==> src/rtl/bq_pkg.sv <==
// ----------------------------------------------------------------------------
// bq_pkg
// Shared widths, control structs and saturation helpers for the biquad cascade.
// ----------------------------------------------------------------------------
package bq_pkg;

  localparam int unsigned HistBits  = 24;  // stored history and section output
  localparam int unsigned CoefBits  = 32;  // Q2.30 coefficients
  localparam int unsigned GainBits  = 16;  // unsigned Q1.15 output gain
  localparam int unsigned OpndBits  = 27;  // serial operand, holds x +/- 2*x1 + x2
  localparam int unsigned AccBits   = 64;  // product sum
  localparam int unsigned CntBits   = $clog2(OpndBits);
  localparam int unsigned CfgIdxBits = 3;

  localparam int unsigned DefChannels   = 2;
  localparam int unsigned DefSampleBits = 24;

  // register indexes
  localparam logic [CfgIdxBits-1:0] RegLpfB0   = 3'd0;
  localparam logic [CfgIdxBits-1:0] RegLpfA1   = 3'd1;
  localparam logic [CfgIdxBits-1:0] RegLpfA2   = 3'd2;
  localparam logic [CfgIdxBits-1:0] RegHpfB0   = 3'd3;
  localparam logic [CfgIdxBits-1:0] RegHpfA1   = 3'd4;
  localparam logic [CfgIdxBits-1:0] RegHpfA2   = 3'd5;
  localparam logic [CfgIdxBits-1:0] RegEnables = 3'd6;
  localparam logic [CfgIdxBits-1:0] RegGain    = 3'd7;

  typedef struct packed {
    logic start;  // load operand and coefficient, begin a product
    logic clr;    // zero the sum when starting
  } bq_mac_ctl_t;

  typedef struct packed {
    logic busy;
    logic done;   // one-cycle pulse: sum holds the finished product
  } bq_mac_st_t;

  function automatic logic signed [HistBits-1:0] sat_hist(input logic signed [AccBits-1:0] v);
    logic signed [AccBits-1:0] hi;
    logic signed [AccBits-1:0] lo;
    hi = (64'sd1 <<< (HistBits - 1)) - 64'sd1;
    lo = -hi - 64'sd1;
    if (v > hi) sat_hist = hi[HistBits-1:0];
    else if (v < lo) sat_hist = lo[HistBits-1:0];
    else sat_hist = v[HistBits-1:0];
  endfunction

endpackage

==> src/rtl/bq_mac.sv <==
// ----------------------------------------------------------------------------
// bq_mac
// Bit-serial multiply-accumulate: one operand bit per cycle, LSB first.
// ----------------------------------------------------------------------------
module bq_mac import bq_pkg::*; (
  input  logic                       clk_i,
  input  logic                       rst_ni,
  input  bq_mac_ctl_t                ctl_i,
  input  logic signed [CoefBits-1:0] coef_i,
  input  logic signed [OpndBits-1:0] opnd_i,
  output bq_mac_st_t                 st_o,
  output logic signed [AccBits-1:0]  acc_o
);

  logic signed [AccBits-1:0]  mcand_q, mcand_d;
  logic signed [AccBits-1:0]  acc_q, acc_d;
  logic        [OpndBits-1:0] mplier_q, mplier_d;
  logic        [CntBits-1:0]  cnt_q, cnt_d;
  logic                       busy_q, busy_d;
  logic                       done_q, done_d;
  logic                       last;

  assign last = (cnt_q == CntBits'(OpndBits - 1));

  always_comb begin
    mcand_d  = mcand_q;
    acc_d    = acc_q;
    mplier_d = mplier_q;
    cnt_d    = cnt_q;
    busy_d   = busy_q;
    done_d   = 1'b0;
    if (busy_q) begin
      // sign bit of the operand carries negative weight
      if (mplier_q[0]) begin
        acc_d = last ? acc_q - mcand_q : acc_q + mcand_q;
      end
      mcand_d  = mcand_q <<< 1;
      mplier_d = mplier_q >> 1;
      cnt_d    = cnt_q + CntBits'(1);
      if (last) begin
        busy_d = 1'b0;
        done_d = 1'b1;
      end
    end else if (ctl_i.start) begin
      mcand_d  = AccBits'(coef_i);
      mplier_d = opnd_i;
      cnt_d    = '0;
      busy_d   = 1'b1;
      if (ctl_i.clr) acc_d = '0;
    end
  end

  always_ff @(posedge clk_i or negedge rst_ni) begin
    if (!rst_ni) begin
      busy_q <= 1'b0;
      done_q <= 1'b0;
      cnt_q  <= '0;
    end else begin
      busy_q <= busy_d;
      done_q <= done_d;
      cnt_q  <= cnt_d;
    end
  end

  always_ff @(posedge clk_i) begin
    mcand_q  <= mcand_d;
    acc_q    <= acc_d;
    mplier_q <= mplier_d;
  end

  assign st_o  = '{busy: busy_q, done: done_q};
  assign acc_o = acc_q;

endmodule

==> src/rtl/biquad_lowpass_highpass_cascade_top.sv <==
// ----------------------------------------------------------------------------
// biquad_lowpass_highpass_cascade_top
// Low-pass then high-pass direct form I biquads with gain and saturation.
// ----------------------------------------------------------------------------
// Each serial product loads its operand, shifts through its 27 operand bits, then signals done.
//   An enabled section runs three products (b0 on x +/- 2*x1 + x2, a1 on -y1, a2 on -y2)
//   between its control states; a skipped one only passes through. The gain product
//   and the output load follow both sections.
// Throughput: one transaction at a time; the next can be taken in the cycle after
//   the result loads.
// Reset: asynchronous, active low; clears histories, registers to defaults.
module biquad_lowpass_highpass_cascade_top import bq_pkg::*; #(
  parameter int unsigned CHANNELS    = DefChannels,
  parameter int unsigned SAMPLE_BITS = DefSampleBits
) (
  input  logic                  clk_i,
  input  logic                  rst_ni,
  // configuration write port
  input  logic                  cfg_we_i,
  input  logic [CfgIdxBits-1:0] cfg_idx_i,
  input  logic [CoefBits-1:0]   cfg_data_i,
  // input stream
  input  logic                  s_axis_tvalid,
  output logic                  s_axis_tready,
  input  logic [23:0]           s_axis_tdata,   // [23:0] sample_in
  input  logic [1:0]            s_axis_tuser,   // [0] channel, [1] clear_history
  // output stream
  output logic                  m_axis_tvalid,
  input  logic                  m_axis_tready,
  output logic [23:0]           m_axis_tdata,   // [23:0] sample_out
  output logic                  m_axis_tuser    // [0] channel_out
);

  localparam int unsigned OutBits = (SAMPLE_BITS < 24) ? SAMPLE_BITS : 24;
  localparam int unsigned RowBits = (CHANNELS > 1) ? $clog2(CHANNELS) : 1;
  localparam logic signed [AccBits-1:0] OutHi = (64'sd1 <<< (OutBits - 1)) - 64'sd1;
  localparam logic signed [AccBits-1:0] OutLo = -OutHi - 64'sd1;

  typedef enum logic [2:0] {
    S_IDLE, S_SEC, S_TERM, S_WAIT, S_ROUND, S_GAIN, S_GWAIT, S_OUT
  } state_e;

  // configuration registers
  logic signed [CoefBits-1:0] lpf_b0_q, lpf_a1_q, lpf_a2_q;
  logic signed [CoefBits-1:0] hpf_b0_q, hpf_a1_q, hpf_a2_q;
  logic [1:0]                 enables_q;
  logic [GainBits-1:0]        gain_q;

  // history: [section][channel][x1, x2, y1, y2]
  logic signed [HistBits-1:0] hist_q [2][CHANNELS][4];

  state_e                     state_q;
  logic                       sec_q;
  logic [1:0]                 term_q;
  logic [RowBits-1:0]         row_q;
  logic                       ch_q;
  logic signed [HistBits-1:0] xs_q;   // input of the running section
  logic                       out_valid_q;
  logic [23:0]                out_data_q;
  logic                       out_ch_q;

  bq_mac_ctl_t                mac_ctl;
  bq_mac_st_t                 mac_st;
  logic signed [CoefBits-1:0] mac_coef;
  logic signed [OpndBits-1:0] mac_opnd;
  logic signed [AccBits-1:0]  mac_acc;

  logic signed [HistBits-1:0] x1, x2, y1, y2;
  logic signed [OpndBits-1:0] ff_sum;
  logic signed [AccBits-1:0]  sec_shift, gain_shift;
  logic signed [HistBits-1:0] sec_y;
  logic signed [AccBits-1:0]  gain_sat;
  logic                       in_fire;
  logic [RowBits-1:0]         in_row;

  assign in_fire       = s_axis_tvalid && s_axis_tready;
  assign s_axis_tready = (state_q == S_IDLE);
  // channel numbers past CHANNELS wrap onto the history sets
  assign in_row        = (CHANNELS > 1) ? RowBits'(s_axis_tuser[0]) : '0;

  assign x1 = hist_q[sec_q][row_q][0];
  assign x2 = hist_q[sec_q][row_q][1];
  assign y1 = hist_q[sec_q][row_q][2];
  assign y2 = hist_q[sec_q][row_q][3];

  // fold the feedforward taps: low-pass x + 2*x1 + x2, high-pass x - 2*x1 + x2
  always_comb begin
    if (sec_q) ff_sum = OpndBits'(xs_q) - (OpndBits'(x1) <<< 1) + OpndBits'(x2);
    else       ff_sum = OpndBits'(xs_q) + (OpndBits'(x1) <<< 1) + OpndBits'(x2);
  end

  // operand and coefficient for the serial unit
  always_comb begin
    mac_ctl.start = (state_q == S_TERM) || (state_q == S_GAIN);
    mac_ctl.clr   = (state_q == S_GAIN) || (term_q == 2'd0);
    mac_coef      = '0;
    mac_opnd      = '0;
    if (state_q == S_GAIN) begin
      mac_coef = CoefBits'(gain_q);
      mac_opnd = OpndBits'(xs_q);
    end else begin
      case (term_q)
        2'd0: begin
          mac_coef = sec_q ? hpf_b0_q : lpf_b0_q;
          mac_opnd = ff_sum;
        end
        2'd1: begin
          mac_coef = sec_q ? hpf_a1_q : lpf_a1_q;
          mac_opnd = -OpndBits'(y1);
        end
        default: begin
          mac_coef = sec_q ? hpf_a2_q : lpf_a2_q;
          mac_opnd = -OpndBits'(y2);
        end
      endcase
    end
  end

  bq_mac u_mac (
    .clk_i  (clk_i),
    .rst_ni (rst_ni),
    .ctl_i  (mac_ctl),
    .coef_i (mac_coef),
    .opnd_i (mac_opnd),
    .st_o   (mac_st),
    .acc_o  (mac_acc)
  );

  // round half up, then saturate
  assign sec_shift  = (mac_acc + (64'sd1 <<< 29)) >>> 30;
  assign sec_y      = sat_hist(sec_shift);
  assign gain_shift = (mac_acc + (64'sd1 <<< 14)) >>> 15;
  always_comb begin
    if (gain_shift > OutHi)      gain_sat = OutHi;
    else if (gain_shift < OutLo) gain_sat = OutLo;
    else                         gain_sat = gain_shift;
  end

  // configuration writes
  always_ff @(posedge clk_i or negedge rst_ni) begin
    if (!rst_ni) begin
      lpf_b0_q  <= 32'sh4000_0000;
      lpf_a1_q  <= '0;
      lpf_a2_q  <= '0;
      hpf_b0_q  <= 32'sh4000_0000;
      hpf_a1_q  <= '0;
      hpf_a2_q  <= '0;
      enables_q <= '0;
      gain_q    <= 16'd16384;
    end else if (cfg_we_i) begin
      unique case (cfg_idx_i)
        RegLpfB0:   lpf_b0_q  <= cfg_data_i;
        RegLpfA1:   lpf_a1_q  <= cfg_data_i;
        RegLpfA2:   lpf_a2_q  <= cfg_data_i;
        RegHpfB0:   hpf_b0_q  <= cfg_data_i;
        RegHpfA1:   hpf_a1_q  <= cfg_data_i;
        RegHpfA2:   hpf_a2_q  <= cfg_data_i;
        RegEnables: enables_q <= cfg_data_i[1:0];
        RegGain:    gain_q    <= cfg_data_i[GainBits-1:0];
        default:    ;
      endcase
    end
  end

  // sequencer, history and output register
  always_ff @(posedge clk_i or negedge rst_ni) begin
    if (!rst_ni) begin
      state_q     <= S_IDLE;
      sec_q       <= 1'b0;
      term_q      <= '0;
      row_q       <= '0;
      ch_q        <= 1'b0;
      xs_q        <= '0;
      out_valid_q <= 1'b0;
      out_data_q  <= '0;
      out_ch_q    <= 1'b0;
      for (int s = 0; s < 2; s++) begin
        for (int c = 0; c < CHANNELS; c++) begin
          for (int k = 0; k < 4; k++) hist_q[s][c][k] <= '0;
        end
      end
    end else begin
      // drop valid once taken, unless a new result loads in the same cycle
      if (m_axis_tvalid && m_axis_tready && (state_q != S_OUT)) out_valid_q <= 1'b0;
      unique case (state_q)
        S_IDLE: begin
          if (in_fire) begin
            xs_q    <= s_axis_tdata;
            ch_q    <= s_axis_tuser[0];
            row_q   <= in_row;
            sec_q   <= 1'b0;
            state_q <= S_SEC;
            if (s_axis_tuser[1]) begin
              for (int k = 0; k < 4; k++) begin
                hist_q[0][in_row][k] <= '0;
                hist_q[1][in_row][k] <= '0;
              end
            end
          end
        end
        S_SEC: begin
          // skip a disabled section: sample passes, history holds
          term_q <= '0;
          if (enables_q[sec_q]) state_q <= S_TERM;
          else if (sec_q)       state_q <= S_GAIN;
          else                  sec_q   <= 1'b1;
        end
        S_TERM: state_q <= S_WAIT;
        S_WAIT: begin
          if (mac_st.done) begin
            if (term_q == 2'd2) state_q <= S_ROUND;
            else begin
              term_q  <= term_q + 2'd1;
              state_q <= S_TERM;
            end
          end
        end
        S_ROUND: begin
          hist_q[sec_q][row_q][0] <= xs_q;
          hist_q[sec_q][row_q][1] <= x1;
          hist_q[sec_q][row_q][2] <= sec_y;
          hist_q[sec_q][row_q][3] <= y1;
          xs_q   <= sec_y;
          term_q <= '0;
          if (sec_q) state_q <= S_GAIN;
          else begin
            sec_q   <= 1'b1;
            state_q <= S_SEC;
          end
        end
        S_GAIN:  state_q <= S_GWAIT;
        S_GWAIT: if (mac_st.done) state_q <= S_OUT;
        S_OUT: begin
          // hold the sum until the output register frees up
          if (!out_valid_q || m_axis_tready) begin
            out_valid_q <= 1'b1;
            out_data_q  <= gain_sat[23:0];
            out_ch_q    <= ch_q;
            state_q     <= S_IDLE;
          end
        end
        default: state_q <= S_IDLE;
      endcase
    end
  end

  assign m_axis_tvalid = out_valid_q;
  assign m_axis_tdata  = out_data_q;
  assign m_axis_tuser  = out_ch_q;

`ifndef ASSERT_OFF
  a_idle_mac_free: assert property (@(posedge clk_i) disable iff (!rst_ni)
    s_axis_tready |-> !mac_st.busy) else $error("serial unit busy while idle");
  a_done_after_busy: assert property (@(posedge clk_i) disable iff (!rst_ni)
    mac_st.done |-> $past(mac_st.busy)) else $error("product done without work");
  a_out_loaded: assert property (@(posedge clk_i) disable iff (!rst_ni)
    (state_q == S_OUT && (!out_valid_q || m_axis_tready)) |=> m_axis_tvalid)
    else $error("result not presented");
  a_wait_has_work: assert property (@(posedge clk_i) disable iff (!rst_ni)
    (state_q == S_WAIT || state_q == S_GWAIT) |-> (mac_st.busy || mac_st.done))
    else $error("waiting on an idle serial unit");
`endif

endmodule

==> config.mk <==
export PLATFORM = sky130hd
export DESIGN_NAME = biquad_lowpass_highpass_cascade_top
export DESIGN_NICKNAME = d
export VERILOG_FILES = /design/src/rtl/bq_pkg.sv /design/src/rtl/bq_mac.sv /design/src/rtl/biquad_lowpass_highpass_cascade_top.sv
export SDC_FILE = /design/constraint.sdc
export NUM_CORES = 2
export LEC_CHECK = 0
export ABC_AREA = 1
export BUFFER_PORTS_ARGS = -buffer_cell sky130_fd_sc_hd__buf_2
export CAP_MARGIN = 0
export CORE_MARGIN = 5
export CORE_UTILIZATION = 55
export CTS_CLUSTER_SIZE = 24
export DETAILED_ROUTE_END_ITERATION = 16
export PLACE_DENSITY = 0.71
export SETUP_SLACK_MARGIN = 0.2
export SLEW_MARGIN = 20
export SYNTH_ARGS = -nofsm -noshare
export SYNTH_HDL_FRONTEND = slang
export SYNTH_SLANG_ARGS = --single-unit
==> constraint.sdc <==
create_clock -name clk_i -period 5.4 [get_ports clk_i]
set_clock_uncertainty 0.05 [all_clocks]
set_input_delay 1.08 -clock clk_i [delete_from_list [all_inputs] [get_ports clk_i]]
set_output_delay 1.08 -clock clk_i [all_outputs]
set_load 0.005 [all_outputs]
Word-level counts from Yosys, hierarchy flattened
Cells that the tools add are included.
{ "classes": {"add_sub_neg": 12, "magnitude_cmp": 11, "n_eq_ne": 27, "mux": 87, "n_bitwise": 15, "reduce_logical": 35} }
{ "ops": {"columns": ["cell", "count"], "rows": [
  ["bitwise AND 192 bit", 8],
  ["bitwise mux 384 bit", 4],
  ["two-way mux 192 bit", 7],
  ["demux 192 bit (select 1 bit)", 4],
  ["demux 96 bit (select 1 bit)", 8],
  ["two-way mux 384 bit", 2],
  ["NOT 192 bit", 4],
  ["one-hot mux 384 bit (2 select lines)", 1],
  ["two-way mux 96 bit", 5],
  ["two-way mux 64 bit", 7],
  ["two-way mux 24 bit", 7],
  ["two-way mux 72 bit", 2],
  ["two-way mux 32 bit", 4],
  ["two-way mux 48 bit", 2],
  ["adder 64 x 16 -> 64 bit, second input constant", 1],
  ["adder 64 x 31 -> 64 bit, second input constant", 1],
  ["adder 64 bit", 1],
  ["one-hot mux 32 bit (2 select lines)", 1],
  ["subtractor 64 bit", 1],
  ["adder 26 x 24 -> 27 bit", 2],
  ["two-way mux 27 bit", 2],
  ["negation 24 -> 27 bit", 2],
  ["one-hot mux 27 bit (2 select lines)", 1],
  ["two-way mux 26 bit", 2],
  ["40 further kinds", 108]
]} }
{ "word_totals": {"register_bits": 813, "out_inout_bits": 27} }

Logic depth before layout (Yosys ltp)
{ "logic_depth": {"depth_word": 14, "mapped_depth": 30, "ltp_nobuf": 30} }

Modules after synthesis
A second synthesis with hierarchy kept.
{ "hier_totals": {"hier_cells": 7415, "area_unflattened_um2": 52778.1} }
{ "modules_own_cells": {"columns": ["module", "n_inst", "cells_each", "area_each_um2", "seq_area_each_um2"], "rows": [
  ["biquad_lowpass_highpass_cascade_top", 1, 5195, 38639.6, 16294.4],
  ["bq_mac", 1, 2220, 14138.6, 4809.6]
]} }

Least setup slack after synthesis
Ideal clock, no wire load.
{ "synth_timing": {"path_type": "reg-to-reg", "startpoint": "register sec_q", "endpoint": "register u_mac.mplier_q[25] (data pin)", "t_arrival_ps": 4042, "setup_slack_ps": 1051, "stages_incl_launch_ff": 22, "cell_sequence": "dfrtp_1 -> inv_2 -> buf_6 -> nand2_8 -> buf_4 -> clkbuf_1 -> clkbuf_1 -> o22ai_1 -> a221oi_1 -> fa_1 -> ha_1 -> inv_1 -> nor3_1 -> nand2_1 -> nor3_1 -> nand2_1 -> nand3_1 -> nand3_1 -> nand3_1 -> nand2_1 -> nand2_1 -> a21oi_1"} }
{ "synth_between": {"elab_chain_cells": 14, "elab_cells_between_ends": 18} }
{ "synth_lines": {"columns": ["item", "line", "text"], "rows": [
  ["start: declaration", "biquad_lowpass_highpass_cascade_top.sv:53", "logic sec_q;"],
  ["start signal: assignment", "biquad_lowpass_highpass_cascade_top.sv:169", "sec_q <= 1'b0;"],
  ["start signal: assignment", "biquad_lowpass_highpass_cascade_top.sv:191", "sec_q <= 1'b0;"],
  ["start signal: assignment", "biquad_lowpass_highpass_cascade_top.sv:206", "else sec_q <= 1'b1;"],
  ["NOT 1 -> 2 bit (implied by the code)", null, null],
  ["two-way mux 192 bit (implied by the code) (3 in a row)", "biquad_lowpass_highpass_cascade_top.sv:84", "assign y2 = hist_q[sec_q][row_q][3];"],
  ["two-way mux 96 bit (implied by the code) (3 in a row)", "biquad_lowpass_highpass_cascade_top.sv:84", null],
  ["adder 24 x 25 -> 26 bit or subtractor 24 x 25 -> 26 bit (tied branches)", "biquad_lowpass_highpass_cascade_top.sv:89, biquad_lowpass_highpass_cascade_top.sv:88", null],
  ["adder 26 x 24 -> 27 bit (on tied branches)", "biquad_lowpass_highpass_cascade_top.sv:89, biquad_lowpass_highpass_cascade_top.sv:88", null],
  ["two-way mux 27 bit", "biquad_lowpass_highpass_cascade_top.sv:88", "if (sec_q) ff_sum = OpndBits'(xs_q) - (OpndBits'(x1) <<< 1) + OpndBits'(x2);"],
  ["one-hot mux 27 bit (2 select lines) *", "biquad_lowpass_highpass_cascade_top.sv:102", "case (term_q)"],
  ["two-way mux 27 bit *", "biquad_lowpass_highpass_cascade_top.sv:98", "if (state_q == S_GAIN) begin"],
  ["two-way mux 26 bit *", "bq_mac.sv:44", "end else if (ctl_i.start) begin"],
  ["two-way mux 26 bit *", "bq_mac.sv:32", "if (busy_q) begin"],
  ["via u_mac.mplier_d[25]", "bq_mac.sv:17", "logic [OpndBits-1:0] mplier_q, mplier_d;"],
  ["end signal: assignment", "bq_mac.sv:68", "mplier_q <= mplier_d;"],
  ["end: declaration", "bq_mac.sv:17", null]
]} }
Mark *: on every way through the listed nets, which the timed path passes. The rest lies on a longest branch. The select of a mux whose other input is x is not followed.
A chain may end at the register's enable or synchronous reset.

Final worst setup path
{ "layout_timing": {"startpoint": "register row_q", "endpoint": "register u_mac.mplier_q[18] (data pin)"} }
{ "layout_between": {"elab_chain_cells": 11, "elab_cells_between_ends": 15} }
{ "layout_lines": {"columns": ["item", "line", "text"], "rows": [
  ["start: declaration", "biquad_lowpass_highpass_cascade_top.sv:55", "logic [RowBits-1:0] row_q;"],
  ["start signal: assignment", "biquad_lowpass_highpass_cascade_top.sv:190", "row_q <= in_row;"],
  ["NOT 1 -> 2 bit (implied by the code) *", null, null],
  ["two-way mux 96 bit (implied by the code) * (3 in a row)", "biquad_lowpass_highpass_cascade_top.sv:84", null],
  ["adder 24 x 25 -> 26 bit or subtractor 24 x 25 -> 26 bit (tied branches)", "biquad_lowpass_highpass_cascade_top.sv:89, biquad_lowpass_highpass_cascade_top.sv:88", null],
  ["adder 26 x 24 -> 27 bit (on tied branches)", "biquad_lowpass_highpass_cascade_top.sv:89, biquad_lowpass_highpass_cascade_top.sv:88", null],
  ["two-way mux 27 bit", "biquad_lowpass_highpass_cascade_top.sv:88", null],
  ["one-hot mux 27 bit (2 select lines) *", "biquad_lowpass_highpass_cascade_top.sv:102", null],
  ["two-way mux 27 bit *", "biquad_lowpass_highpass_cascade_top.sv:98", null],
  ["two-way mux 26 bit *", "bq_mac.sv:44", null],
  ["two-way mux 26 bit *", "bq_mac.sv:32", null],
  ["via u_mac.mplier_d[18]", "bq_mac.sv:17", null]
]} }
Marks and branches as above.

==> summary.md <==
| Metric | Value |
|---|---|
| Clock sinks | `just over 800` |
| Yosys cell types | `76` |
| Clock Tree Buf Depth | `3` |
| CP Class | `flip-flop to flip-flop` |
| WL/cell | `23.43 um` |
| Period minus WS final | `4.986 ns` |
| CTS tree | `done` |
| Layout Cells excl Fill | `between 8000 and 9000` |
| Root Buffer | `clkbuf_16` |
| GR Util All Layers | `0.3741` |
| Vias in the first global route | `45870` |
| Worst EP required | `5.78 ns` |
| Top-area cell type share of the netlist area | `0.3188` |
| Final Max Slew Viols | `0` |
| Synth Net Count | `7023` |
| WL final | `189800 um` |
| Worst path cell trace | `inv_4 -> nor2_4 -> buf_4 -> a21oi_1 -> o21ai_0 -> inv_1 -> fa_1 -> inv_1 -> ha_1 -> nand2_1 -> nor2_1 -> inv_1 -> nor2_1 -> nand4_1 -> nand4_1 -> nand3_1 -> nand3_1 -> nand3_1 -> o21ai_1 -> nand2_1` |
| Die height | `315.7 um` |
| Post-DP HPWL | `136900 um` |
| Port Buffers | `92` |
| Ys async rst share | `0.8093` |
| Area grow syn2layout | `9.311%` |
| Place WS | `roughly 0.45 ns` |
| Pre-antenna DRT Iters | `9` |
| Crit Path Max Fanout | `22` |
| DR DRC count | `0` |
| Placed cell count | `7933` |
| Synth top cells by count | `nand2_1 (1361), inv_1 (896), nor2_1 (721), o21ai_0 (670), dfrtp_1 (655)` |
| Slowest-stage cell, CP | `dfrtp_1` |
| Post-Synthesis Mean Instance Area | `7.581 um^2` |
| Top cells by area, synth | `dfrtp_1 (32%), nand2_1 (9.9%), edfxtp_1 (8.9%)` |
| Mean number of vias per cell | `6.075` |
| Die ar. | `99690 um^2` |
| CTS buffer count | `90` |
| Core area | `93050 um^2` |
| Die Width | `315.7 um` |
| Actual slew at the worst max-slew pin | `1.116 ns` |
| ANT cells | `0` |
| Row count | `roughly 110` |
| Final setup fails | `0` |
| Final worst path period share | `0.9234` |
| Remaining antenna violation count | `0` |
| Yosys warnings | `0` |
| Top FF cell, synth | `dfrtp_1` |
| Synth area leader | `dfrtp_1` |
| Post-Syn Instances | `around 6800` |
| Worst skew pair latency | `0.70 ns` |
| Largest net degree at the start of global routing | `112` |
| Arrival @ worst endpoint | `5.36 ns` |
| Crit path largest cell delay | `about 0.63 ns` |
| Num ports | `93` |
| Most frequent cell after synthesis | `nand2_1` |
| Final hold vios | `0` |
| Max-cap violations | `0` |
| H-tree Lvls | `3` |
| RSZ-0062 raised after global routing | `yes` |
| Fin worst setup slack | `0.4138 ns` |
| Fmax | `~200 MHz` |
| EDFF count, synth | `153` |
| Reg with most FFs | `hist_q` |
| Layout cell share with drive strength beyond 1 | `0.09408` |
| Fin Setup TNS | `0 ns` |
| Cell Area, Synth | `51410 um^2` |
| Total grt overflow | `0` |
| Vias after detailed routing | `49200` |
| Initial Utilization | `0.5525` |
| CP Capture Type | `flip-flop` |
| Nets | `~7000` |
| Seq cells post-synth | `between 800 and 900` |
| Hold crit path type | `flip-flop to flip-flop` |
| Antenna violations before repair | `6` |
| Startpoint Class | `flip-flop` |
| First DRT Iteration DRCs | `approximately 6000` |
| First-pass GRT wire length | `between 200000 and 300000 um` |
| Max-slew headroom | `0.2481` |
| Hold Slack | `0.4139 ns` |
| Sequential area share after synthesis | `0.4105` |
| Reg clk slew, reported paths | `0.06 ns` |
| Max FFs per register | `between 300 and 400` |
| Final RePlAce weighted congestion | `1.039` |
| Outcome | `complete, no violations` |
## timing repair
| item | CTS | global route |
|---|---|---|
| resized for setup | 0 | 6 |
| hold buffers | 0 | 0 |
| endpoints found under the setup margin | 0 | 13 |
| setup buffers | 0 | 1 |
## final cells by class
| class | instances | area, um^2 |
|---|---|---|
| Tap cell | 1254 | 1569 |
| Clock buffer | 131 | 2685 |
| Sequential cell | 813 | 21110 |
| Clock inverter | 33 | 391.6 |
| Multi-Input combinational cell | 4768 | 25690 |
| Timing Repair Buffer | 189 | 1311 |
| Fill cell | 8646 | 36850 |
| Inverter | 911 | 3442 |
## per-stage QoR
step                      utilization  instance area, um^2
after global placement         0.5704                53080
after floorplan                     -                51410
after global routing           0.6040                56200
after detailed placement       0.5704                53080
final                          0.6040                56200
after CTS                      0.6035                56150
## cells in the final DEF (no fill, tap or decap), types with 17 or more instances in the layout
| master | n |
|---|---|
| nand2_2 | 93 |
| xor2_1 | 104 |
| a21oi_1 | 430 |
| ha_1 | 122 |
| a21oi_2 | 39 |
| nor2_1 | 718 |
| nor3_1 | 66 |
| o21ai_1 | 33 |
| clkbuf_8 | 19 |
| buf_4 | 88 |
| nor2_2 | 54 |
| inv_1 | 892 |
| fa_1 | 51 |
| o21ai_0 | 669 |
| a221oi_1 | 60 |
| nand3_1 | 252 |
| o21a_1 | 18 |
| a21o_1 | 21 |
| edfxtp_1 | 153 |
| nand2_1 | 1353 |
| buf_2 | 91 |
| a31oi_1 | 75 |
| o22ai_1 | 219 |
| clkbuf_1 | 17 |
| nor4_1 | 22 |
| nor2_4 | 29 |
| a211oi_1 | 40 |
| nand4_1 | 101 |
| clkbuf_16 | 94 |
| dfrtp_1 | 653 |
| o21bai_1 | 21 |
## kinds of logic (layout without fill, tap and decap cells)
logic type | Yosys count | after routing | synth area share
simple gates | 2758 | 2759 | 0.2339
compound gates | 1718 | 1718 | 0.1932
buf+inv | 1202 | 1264 | 0.09258
flops | 813 | 813 | 0.4105
fa+ha+maj | 175 | 175 | 0.05004
xor+xnor | 114 | 114 | 0.01942
mux | 2 | 2 | 0.0004137
## routing by layer
layer / up-vias / wire length [um] / global-route usage
li1: 22560 / - / -
met1: 23660 / 81190 / 0.5492
met2: 2588 / 81350 / 0.5584
met3: 387 / 19760 / 0.07675
met4: 2 / 7474 / 0.1229
met5: - / 13 / 0
## final timing paths
| path | startpoint | endpoint | slack [ns] | cells past startpoint |
|---|---|---|---|---|
| max | row_q | u_mac.mplier_q[18] | 0.41 | 20 |
| min | u_mac.mplier_q[26] | u_mac.mplier_q[26] | 0.41 | 2 |
| max reg2reg | row_q | u_mac.mplier_q[18] | 0.41 | 20 |
| min reg2reg | u_mac.mplier_q[26] | u_mac.mplier_q[26] | 0.41 | 2 |
| max in group asynchronous | rst_ni | hist_q[7] | 3.71 | 2 |
| min in group asynchronous | rst_ni | hist_q[136] | 0.43 | 1 |
## worst max-delay path: cells and delay by family (launching register included)
family	cells	cell delay [ns]
buffers and inverters	5	0.84
and+or+nand+nor	10	1.78
adders and majority gates	2	0.92
DFF	1	0.63
AOI/OAI and AO/OA	3	0.51
Power is left out: the tool's default activity adds up to more than one toggle a clock period on the data nets, which glitch-free logic cannot reach.
